<file path="src/hdl/scm_pkg.sv">
`timescale 1ns / 1ps

package scm_pkg;

   // Width of the raw converter count field and of the Q16 gain.
   localparam int SAMPLE_W = 12;
   localparam int GAIN_W   = 16;
   localparam int PROD_W   = SAMPLE_W + GAIN_W;
   localparam int LEVEL_W  = 8;
   localparam int CHAN_W   = 2;
   localparam int CSR_W    = 16;

   // Temperature gain is 100 * 3.3 / 4095 in unsigned Q16, rounded.
   localparam logic [GAIN_W-1:0]  TEMP_GAIN   = 16'd5281;
   localparam logic [12:0]        TEMP_OFFSET = 13'd50;
   localparam logic [PROD_W:0]    Q16_HALF    = 29'd32768;
   localparam logic [LEVEL_W-1:0] LEVEL_MAX   = 8'd255;

   localparam logic [LEVEL_W-1:0] WARN_THRESHOLD_RST = 8'd80;
   localparam logic [GAIN_W-1:0]  VOLT_SCALE_RST     = 16'd687;

   typedef enum logic [0:0] {
      CSR_WARN_THRESHOLD = 1'b0,
      CSR_VOLT_SCALE     = 1'b1
   } csr_index_type;

   typedef struct packed {
      logic [CHAN_W-1:0]   channel;
      logic [SAMPLE_W-1:0] sample;
   } req_type;

   typedef struct packed {
      logic [CHAN_W-1:0]  out_channel;
      logic [LEVEL_W-1:0] level;
      logic               report;
      logic               warning;
   } rsp_type;

   // One memory word per channel.
   typedef struct packed {
      logic [LEVEL_W-1:0] filtered;
      logic [LEVEL_W-1:0] last_reported;
   } chan_state_type;

endpackage

</file>
<file path="src/hdl/sensor_channel_monitor.sv">
`timescale 1ns / 1ps

// Channel   Direction  Signals                          Contents
// req       in         req_valid, req_ready, req_data   channel number, raw count
// rsp       out        rsp_valid, rsp_ready, rsp_data   channel, level, report, warning
// csr       in         csr_we, csr_index, csr_wdata     warn_threshold, volt_scale
//
// One item per clock cycle sustained while the output does not stall; an item
// accepted passes through stage one, which multiplies and reads the channel memory,
// stage two, which filters and writes back, and the output register with the result.
// Synchronous reset clears the pipeline valids and the per-channel seen bits.
// A stalled output stops only the stages behind it that are full.
module sensor_channel_monitor #(
   parameter int CHANNELS    = 4,
   parameter int SAMPLE_BITS = 12
) (
   input  logic                        clock,
   input  logic                        reset,
   input  logic                        req_valid,
   output logic                        req_ready,
   input  scm_pkg::req_type            req_data,
   output logic                        rsp_valid,
   input  logic                        rsp_ready,
   output scm_pkg::rsp_type            rsp_data,
   input  logic                        csr_we,
   input  scm_pkg::csr_index_type      csr_index,
   input  logic [scm_pkg::CSR_W-1:0]   csr_wdata
);

   localparam int AW = $clog2(CHANNELS);
   localparam logic [scm_pkg::SAMPLE_W-1:0] SAMPLE_MASK =
      (SAMPLE_BITS >= scm_pkg::SAMPLE_W) ? '1 :
      scm_pkg::SAMPLE_W'((1 << SAMPLE_BITS) - 1);

   // Configuration registers.
   logic [scm_pkg::LEVEL_W-1:0] warn_threshold_ff;
   logic [scm_pkg::GAIN_W-1:0]  volt_scale_ff;

   // Pipeline registers.
   logic                           s1_valid_ff;
   logic [scm_pkg::CHAN_W-1:0]     s1_chan_ff;
   logic [scm_pkg::SAMPLE_W-1:0]   s1_count_ff;
   logic                           s2_valid_ff;
   logic [scm_pkg::CHAN_W-1:0]     s2_chan_ff;
   logic [scm_pkg::PROD_W-1:0]     s2_prod_ff;
   scm_pkg::chan_state_type        rd_ff;
   logic                           fwd_ff;
   scm_pkg::chan_state_type        fwd_data_ff;
   logic                           rsp_valid_ff;
   scm_pkg::rsp_type               rsp_data_ff;
   logic [CHANNELS-1:0]            seen_ff;

   scm_pkg::chan_state_type        state_mem [CHANNELS];

   logic                           en1;
   logic                           en2;
   logic [AW-1:0]                  s1_addr;
   logic [AW-1:0]                  s2_addr;
   logic                           s1_in_range;
   logic                           s2_in_range;
   logic [scm_pkg::GAIN_W-1:0]     gain;
   logic [scm_pkg::PROD_W-1:0]     prod_in;
   logic [scm_pkg::PROD_W:0]       rounded;
   logic [12:0]                    q;
   logic [12:0]                    q_temp;
   logic                           is_temp;
   logic [scm_pkg::LEVEL_W-1:0]    conv;
   scm_pkg::chan_state_type        old_state;
   logic                           seen_now;
   logic signed [scm_pkg::LEVEL_W:0] diff;
   logic signed [scm_pkg::LEVEL_W:0] half;
   logic signed [scm_pkg::LEVEL_W:0] smoothed;
   logic [scm_pkg::LEVEL_W-1:0]    y;
   logic [scm_pkg::LEVEL_W-1:0]    last;
   logic                           wr_en;
   scm_pkg::chan_state_type        wr_data;
   scm_pkg::rsp_type               rsp_data_in;

   assign en2       = !rsp_valid_ff || rsp_ready;
   assign en1       = !s2_valid_ff || en2;
   assign req_ready = !s1_valid_ff || en1;

   assign s1_addr     = AW'(s1_chan_ff);
   assign s2_addr     = AW'(s2_chan_ff);
   assign s1_in_range = (32'(s1_chan_ff) < CHANNELS);
   assign s2_in_range = (32'(s2_chan_ff) < CHANNELS);

   // Configuration writes.
   always_ff @(posedge clock) begin
      if (reset) begin
         warn_threshold_ff <= scm_pkg::WARN_THRESHOLD_RST;
         volt_scale_ff     <= scm_pkg::VOLT_SCALE_RST;
      end else if (csr_we) begin
         unique case (csr_index)
            scm_pkg::CSR_WARN_THRESHOLD:
               warn_threshold_ff <= csr_wdata[scm_pkg::LEVEL_W-1:0];
            scm_pkg::CSR_VOLT_SCALE:
               volt_scale_ff <= csr_wdata;
            default: ;
         endcase
      end
   end

   // Stage one: capture the item.
   always_ff @(posedge clock) begin
      if (reset) begin
         s1_valid_ff <= 1'b0;
      end else if (req_ready) begin
         s1_valid_ff <= req_valid;
      end
   end

   always_ff @(posedge clock) begin
      if (req_ready && req_valid) begin
         s1_chan_ff  <= req_data.channel;
         s1_count_ff <= req_data.sample & SAMPLE_MASK;
      end
   end

   // Stage one multiply: temperature channels use the fixed gain.
   assign gain    = s1_chan_ff[1] ? volt_scale_ff : scm_pkg::TEMP_GAIN;
   assign prod_in = scm_pkg::PROD_W'(s1_count_ff) * scm_pkg::PROD_W'(gain);

   always_ff @(posedge clock) begin
      if (reset) begin
         s2_valid_ff <= 1'b0;
         fwd_ff      <= 1'b0;
      end else if (en1) begin
         s2_valid_ff <= s1_valid_ff;
         // The memory read below sees the old word when stage two writes the
         // same channel in this cycle, so the written word is carried along.
         fwd_ff      <= wr_en && (s2_addr == s1_addr);
      end
   end

   always_ff @(posedge clock) begin
      if (en1) begin
         s2_chan_ff  <= s1_chan_ff;
         s2_prod_ff  <= prod_in;
         fwd_data_ff <= wr_data;
      end
   end

   // Channel state memory: read in stage one, written back in stage two.
   always_ff @(posedge clock) begin
      if (en1 && s1_in_range) begin
         rd_ff <= state_mem[s1_addr];
      end
   end

   always_ff @(posedge clock) begin
      if (wr_en) begin
         state_mem[s2_addr] <= wr_data;
      end
   end

   always_ff @(posedge clock) begin
      if (reset) begin
         seen_ff <= '0;
      end else if (wr_en) begin
         seen_ff[s2_addr] <= 1'b1;
      end
   end

   // Stage two: round, offset, clip, filter and compare.
   always_comb begin
      is_temp = !s2_chan_ff[1];
      rounded = {1'b0, s2_prod_ff} + scm_pkg::Q16_HALF;
      q       = rounded[scm_pkg::PROD_W-:13];
      q_temp  = (q < scm_pkg::TEMP_OFFSET) ? '0 : (q - scm_pkg::TEMP_OFFSET);
      if (is_temp) begin
         conv = (q_temp > 13'(scm_pkg::LEVEL_MAX)) ? scm_pkg::LEVEL_MAX
                                                    : q_temp[scm_pkg::LEVEL_W-1:0];
      end else begin
         conv = (q > 13'(scm_pkg::LEVEL_MAX)) ? scm_pkg::LEVEL_MAX
                                               : q[scm_pkg::LEVEL_W-1:0];
      end

      old_state = fwd_ff ? fwd_data_ff : rd_ff;
      seen_now  = seen_ff[s2_addr];

      // y - floor((y - x) / 2) with an arithmetic shift of the difference.
      diff     = $signed({1'b0, old_state.filtered}) - $signed({1'b0, conv});
      half     = diff >>> 1;
      smoothed = $signed({1'b0, old_state.filtered}) - half;
      y        = seen_now ? smoothed[scm_pkg::LEVEL_W-1:0] : conv;
      last     = seen_now ? old_state.last_reported : '0;

      // After an update the last reported value always equals the new level.
      wr_data.filtered      = y;
      wr_data.last_reported = y;
      wr_en = s2_valid_ff && en2 && s2_in_range;

      rsp_data_in.out_channel = s2_chan_ff;
      if (s2_in_range) begin
         rsp_data_in.level   = y;
         rsp_data_in.report  = (y != last);
         rsp_data_in.warning = is_temp && (y > warn_threshold_ff);
      end else begin
         rsp_data_in.level   = '0;
         rsp_data_in.report  = 1'b0;
         rsp_data_in.warning = 1'b0;
      end
   end

   // Output register.
   always_ff @(posedge clock) begin
      if (reset) begin
         rsp_valid_ff <= 1'b0;
      end else if (en2) begin
         rsp_valid_ff <= s2_valid_ff;
      end
   end

   always_ff @(posedge clock) begin
      if (en2 && s2_valid_ff) begin
         rsp_data_ff <= rsp_data_in;
      end
   end

   assign rsp_valid = rsp_valid_ff;
   assign rsp_data  = rsp_data_ff;

   // Voltage channels never raise the warning flag.
   a_warn_temp_only: assert property (@(posedge clock) disable iff (reset)
      rsp_valid_ff |-> !(rsp_data_ff.warning && rsp_data_ff.out_channel[1]))
      else $error("warning flag set on a voltage channel");

   // A write-back marks its channel as seen.
   a_seen_after_write: assert property (@(posedge clock) disable iff (reset)
      wr_en |=> seen_ff[$past(s2_addr)])
      else $error("channel not marked seen after write-back");

   // A new result only comes out of a full stage two.
   a_rsp_from_s2: assert property (@(posedge clock) disable iff (reset)
      $rose(rsp_valid_ff) |-> $past(s2_valid_ff))
      else $error("result appeared without an item in stage two");

   // An item held in stage one keeps its contents.
   a_s1_hold: assert property (@(posedge clock) disable iff (reset)
      (s1_valid_ff && !en1) |=> (s1_valid_ff && $stable(s1_chan_ff)
                                 && $stable(s1_count_ff)))
      else $error("stage one item lost while stalled");

endmodule

</file>
<file path="config.mk">
export PLATFORM = sky130hd
export DESIGN_NAME = sensor_channel_monitor
export DESIGN_NICKNAME = d
export VERILOG_FILES = /design/src/hdl/scm_pkg.sv /design/src/hdl/sensor_channel_monitor.sv
export SDC_FILE = /design/constraint.sdc
export NUM_CORES = 1
export LEC_CHECK = 0
export BUFFER_PORTS_ARGS = -buffer_cell sky130_fd_sc_hd__clkbuf_2
export CAP_MARGIN = 20
export CORE_MARGIN = 2
export CORE_UTILIZATION = 35
export CTS_BUF_LIST = sky130_fd_sc_hd__clkbuf_4 sky130_fd_sc_hd__clkbuf_8 sky130_fd_sc_hd__clkbuf_16
export CTS_CLUSTER_DIAMETER = 120
export CTS_CLUSTER_SIZE = 24
export DETAILED_ROUTE_END_ITERATION = 8
export PLACE_DENSITY_LB_ADDON = 0.05
export SLEW_MARGIN = 0
export SYNTH_ARGS = -nofsm -noshare
export SYNTH_HDL_FRONTEND = slang
export SYNTH_SLANG_ARGS = --single-unit
</file>
<file path="constraint.sdc">
create_clock -name clock -period 5.65 [get_ports clock]
set_input_delay 0.565 -clock clock [delete_from_list [all_inputs] [get_ports clock]]
set_output_delay 0.565 -clock clock [all_outputs]
set_load 0.02 [all_outputs]
</file>
---- Yosys cells after proc, flatten, opt, wreduce, memory -nomap -nowiden ----
Memory sizes are Yosys's and may differ from the RTL's. A register that Yosys moved wholly into a read port is not among the register bits.
Cells that the tools add are included.
cells by class
  add/sub/neg operators ................... 4
  $mul .................................... 1
  magnitude comparators ................... 6
  equal/unequal tests ..................... 2
  muxes and demuxes ....................... 14
  bitwise operators ....................... 2
  reduce and logical (&&, ||, !) cells .... 14
operator list
  cell                      number
  $mux W8                   5
  $mux W16                  2
  $add A28 B16 Y29 const B  1
  $mul A12 B16 Y28          1
  $gt A13 B8 Y1 const B     2
  $lt A13 B6 Y1 const B     1
  $mux W13                  1
  $sub A13 B6 Y13 const B   1
  $sub A8 B8 Y9             1
  $gt A8 B8 Y1              1
  $ne A8 B8 Y1              1
  $sub A8 B8 Y8             1
  $logic_and A1 B1 Y1       5
  $logic_not A1 Y1          4
  $mux W1                   4
  $or A4 B4 Y4              1
  $reduce_and A2 Y1         2
  $logic_or A1 B1 Y1        3
  $lt A2 B3 Y1 const B      1
  $bmux W1 S2               1
  $demux W1 S2              1
  $eq A2 B2 Y1              1
  $ge A2 B1 Y1 const B      1
  $not A1 Y1                1
word-level totals
  flip-flop bits (word level) ............. 96
  RAM bits ................................ 64
  bits of input ports ..................... 36
  output and inout port bits .............. 14
  word-level logic and storage cells ...... 60
  memories kept ........................... 1
memory list
  name       words  width  read ports  clocked after Yosys merged registers in  write ports  line                          RTL
  state_mem  4      16     1           1                                        1            sensor_channel_monitor.sv:53  scm_pkg::chan_state_type state_mem [CHANNELS];

---- Logic depth before layout (Yosys ltp) ----
  word-level depth ........................ 11
  depth in mapped cells ................... 30
  depth with buffers taken out ............ 28

---- Least setup slack after synthesis ----
OpenSTA, ideal clock, no wires.
  kind .................................... register -> register
  from .................................... reg s1_chan_ff (netlist bit s1_addr[1])
  to ...................................... reg s2_prod_ff[24] (netlist bit) (data pin)
  library setup time ...................... 0.258 ns
  data arrival time ....................... 5.791 ns
  required time ........................... 5.392 ns
  setup slack ............................. -0.399 ns
  cell stages (with the launch flop) ...... 23
  buffers on the path ..................... 3
  period minus slack after synthesis ...... 6.049 ns
  cells stage by stage .................... edfxtp_1 clkbuf_1 clkbuf_1 and2_1 clkbuf_1 nand2_1 fa_1 inv_1 fa_1 inv_1 fa_1 inv_1 fa_1 fa_1 ha_1 a211o_1 o41ai_1 a21oi_1 o2111ai_1 nand3_1 a31o_2 a21oi_1 xnor2_1
on the way
  cells in the longest elaborated chain, start to end .. 2
ends and longest elaborated chain
  what                      line                           RTL
  start: declaration        sensor_channel_monitor.sv:41   logic [scm_pkg::CHAN_W-1:0] s1_chan_ff;
  start signal: assignment  sensor_channel_monitor.sv:115  s1_chan_ff <= req_data.channel;
  $mux W16                  sensor_channel_monitor.sv:121  assign gain = s1_chan_ff[1] ? volt_scale_ff : scm_pkg::TEMP_GAIN;
  $mul A12 B16 Y28          sensor_channel_monitor.sv:122  assign prod_in = scm_pkg::PROD_W'(s1_count_ff) * scm_pkg::PROD_W'(gain);
  via prod_in (one bit)     sensor_channel_monitor.sv:62   logic [scm_pkg::PROD_W-1:0] prod_in;
  end signal: assignment    sensor_channel_monitor.sv:139  s2_prod_ff <= prod_in;
  end: declaration          sensor_channel_monitor.sv:45   logic [scm_pkg::PROD_W-1:0] s2_prod_ff;
The timed path passes the listed nets, and every way through them passes these cells.
A chain may end at the register's enable or synchronous reset.

---- Worst setup path after layout ----
  from .................................... reg s1_chan_ff (netlist bit s1_addr[1])
  to ...................................... reg s2_prod_ff[25] (netlist bit) (data pin)
Same word-level chain as after synthesis.

==> flow_summary.json <==
{
  "num_vias": 8869,
  "timing.final.ws_setup_ns": -0.1229,
  "dominantRegCellSynth": "edfxtp_1",
  "wl_um": 31980,
  "area_growth_pct": 29.11,
  "viasPerCell": 4.815,
  "hpwl_um": 25950,
  "num_io_pins": 50,
  "end_kind": "flop",
  "outcome": "complete, but fails checks",
  "grt_max_degree": 33,
  "max-vdd-ir-drop_v": 0.0009296,
  "grt_pass1_wl_um": 52070,
  "drt_iter0_drc": 385,
  "finalSetupViolCount": 6,
  "synth_nets": 1431,
  "drive_gt1_share_pct": 30.29,
  "clk_latency_ns": 0.42,
  "hold_buffers": 0,
  "gp_congestion": 0.8311,
  "cts_made_buffers": 17,
  "synth_edf_count": 89,
  "avgSynthCellArea_sq_um": 10.01,
  "die_w_um": 186.7,
  "drc_errors": 0,
  "worst_slew_pin_slew_ns": 0.9192,
  "nets": 1651,
  "wl_per_cell_um": 17.36,
  "p_per_area_nw_per_um2": 610.0,
  "diodes": 0,
  "placed_area_sq_um": 13620,
  "clkTransAtPathRegs_ns": 0.07,
  "preCtsSetupSlack_ns": -0.4135,
  "max_freq_mhz": 173.2,
  "p_total_uw": 9200,
  "htreeDepth": 4,
  "required_ns": 5.82,
  "ys_seq_elements": 121,
  "drt-pass1-iter-count": 4,
  "yosysTopAreaCell": "fa_1",
  "clock_skew_ns": 0.01318,
  "synth_area_leaders": "fa_1 (24%), edfxtp_1 (23%), ha_1 (9.3%), nand2_1 (6.5%), dfxtp_1 (5.5%)",
  "synth_cell_type_count": 75,
  "period_share_pct": 102.2,
  "port_buffers": 49,
  "syn_area_sq_um": 11680,
  "drv_cap": 0,
  "start_util_pct": 35.72,
  "min_path_type": "input pin to flop",
  "failed_checks": "setup timing",
  "synth_top_area_share_pct": 24.16,
  "final_area_sq_um": 15080,
  "nFillCells": 3182,
  "fin_crit_ns": 5.773,
  "grt_pass1_vias": 9340,
  "antenna_found_initial": 0,
  "rsz0062_at_grt": "yes",
  "async_flop_share_pct": 0,
  "cts_sinks": 121,
  "antenna_left": 0,
  "yosys-top-cells-count": "nand2_1 (201), inv_1 (167), fa_1 (141), edfxtp_1 (89), ha_1 (87)",
  "utilization_pct": 46.12,
  "holdWs_ns": 0.3184,
  "slew_viol_final": 0,
  "cts_buffer_depth": 2,
  "critPathKind": "flop to flop",
  "yosys.cell_count.top_type": "nand2_1",
  "worst_ep_arrival_time_ns": 5.95,
  "overflow": 0,
  "grt_use_total_pct": 19.06,
  "die_area_sq_um": 34850,
  "core_area_sq_um": 32700,
  "cp_max_fo": 8,
  "ctsRootBufferMaster": "clkbuf_16",
  "slew_headroom_pct": 38.38,
  "yosysSeqAreaShare_pct": 28.36,
  "netlist_instances": 1167,
  "hold_violations": 0,
  "p_leak_uw": 0.007052,
  "fp.dieH_um": 186.7,
  "tritoncts": "yes",
  "ys_warn_count": 0,
  "cp-start-kind": "flop",
  "rows": 66
}
==> worst max-delay path, stage by stage, from the launching register on <==
cell	delay [ns]
edfxtp_1	0.39
buf_6	0.16
clkbuf_16	0.16
buf_4	0.15
and3_4	0.17
fa_2	0.41
fa_1	0.55
inv_1	0.05
fa_1	0.48
inv_1	0.06
fa_1	0.48
fa_1	0.60
ha_4	0.21
a211o_1	0.31
o221a_4	0.29
o41ai_4	0.08
a21oi_2	0.13
o2111ai_2	0.22
nand3_2	0.13
nand3_2	0.11
nand3b_1	0.12
buf_4	0.16
xor2_1	0.13
==> per-stage QoR <==
stage | TNS (ns) | cells
after global placement | -2.828 | 1782
after CTS | -0.8917 | 1828
after global routing | -3.258 | 1842
final | -0.4199 | 1842
after floorplan | 0 | 1167
after detailed placement | -3.493 | 1782
==> power by group <==
group	switching, uW	total, uW	internal [uW]
clock	475	1110	636
sequential	80.2	1340	1260
combinational	3320	6750	3430
==> layout by cell type, fill, tap and decap left out, types with 8 or more instances in the layout <==
cell type	n
nand2_1	199
buf_4	191
inv_1	164
fa_1	134
edfxtp_1	89
ha_1	78
clkbuf_2	49
and3_1	43
nor2_1	36
dfxtp_1	32
a21oi_1	29
and2_1	28
xnor2_1	19
clkbuf_16	19
buf_6	12
nand3_1	11
xor2_1	11
nor3_1	11
nand2b_1	10
a21oi_2	10
mux4_2	9
nand3b_1	9
nor2b_1	8
o211ai_1	8
ha_4	8
inv_8	8
==> final timing paths <==
path	start	endpoint	slack, ns	cells after the start
worst max-delay path	s1_addr[1]	s2_prod_ff[25]	-0.12	22
worst min register to register	warn_threshold_ff[2]	warn_threshold_ff[2]	0.46	2
worst max register to register	s1_addr[1]	s2_prod_ff[25]	-0.12	22
worst min-delay path	req_data[5]	s1_count_ff[5]	0.32	1
==> routing by layer <==
| layer | share of wire [%] | global-route usage (%) | routed length [um] | vias to the layer above |
|---|---|---|---|---|
| li1 | - | - | - | 4282 |
| met1 | 47 | 26.84 | 14980 | 4416 |
| met2 | 49 | 31.53 | 15600 | 148 |
| met3 | 3.0 | 2.539 | 957 | 23 |
| met4 | 1.4 | 3.785 | 442 | 0 |
| met5 | 0 | 0 | 0 | - |
==> logic make-up after synthesis <==
kind of cell / after synthesis / synth area share (%)
flip-flops: 121 / 28.36
buffers and inverters: 221 / 7.551
XOR/XNOR: 39 / 2.988
adder cells (fa/ha/maj): 228 / 33.48
multiplexers: 25 / 3.181
AND/OR/NAND/NOR: 425 / 17.99
AO/OA/AOI/OAI: 108 / 6.438
==> area by class of cell <==
class | instances | area, sq um | area share (%)
clock buffer | 17 | 425.4 | 2.821
clock inverter | 15 | 177.7 | 1.178
inverter | 167 | 626.9 | 4.156
multi-input combinational | 825 | 8102 | 53.72
sequential | 121 | 3313 | 21.97
tap | 442 | 553.0 | 3.667
timing repair buffer | 255 | 1884 | 12.49
==> state kept, by name, indices dropped and copies added, names as in the netlist <==
| register | count |
|---|---|
| fwd_data_ff | 8 |
| volt_scale_ff | 16 |
| rsp_data | 12 |
| s1_valid_ff | 1 |
| s1_addr | 2 |
| s1_count_ff | 12 |
| warn_threshold_ff | 8 |
| s2_prod_ff | 13 |
| rsp_valid | 1 |
| fwd_ff | 1 |
| state_mem | 32 |
| seen_ff | 4 |
| rd_ff | 8 |
| s2_addr | 2 |
| s2_valid_ff | 1 |
==> timing repair <==
action,CTS,global route
buffers inserted,16,11
pin swaps,49,43
setup endpoints to repair,13,17
resized for setup,71,52
cloned,0,3
No activity file was read; power rests on OpenSTA's default activity.
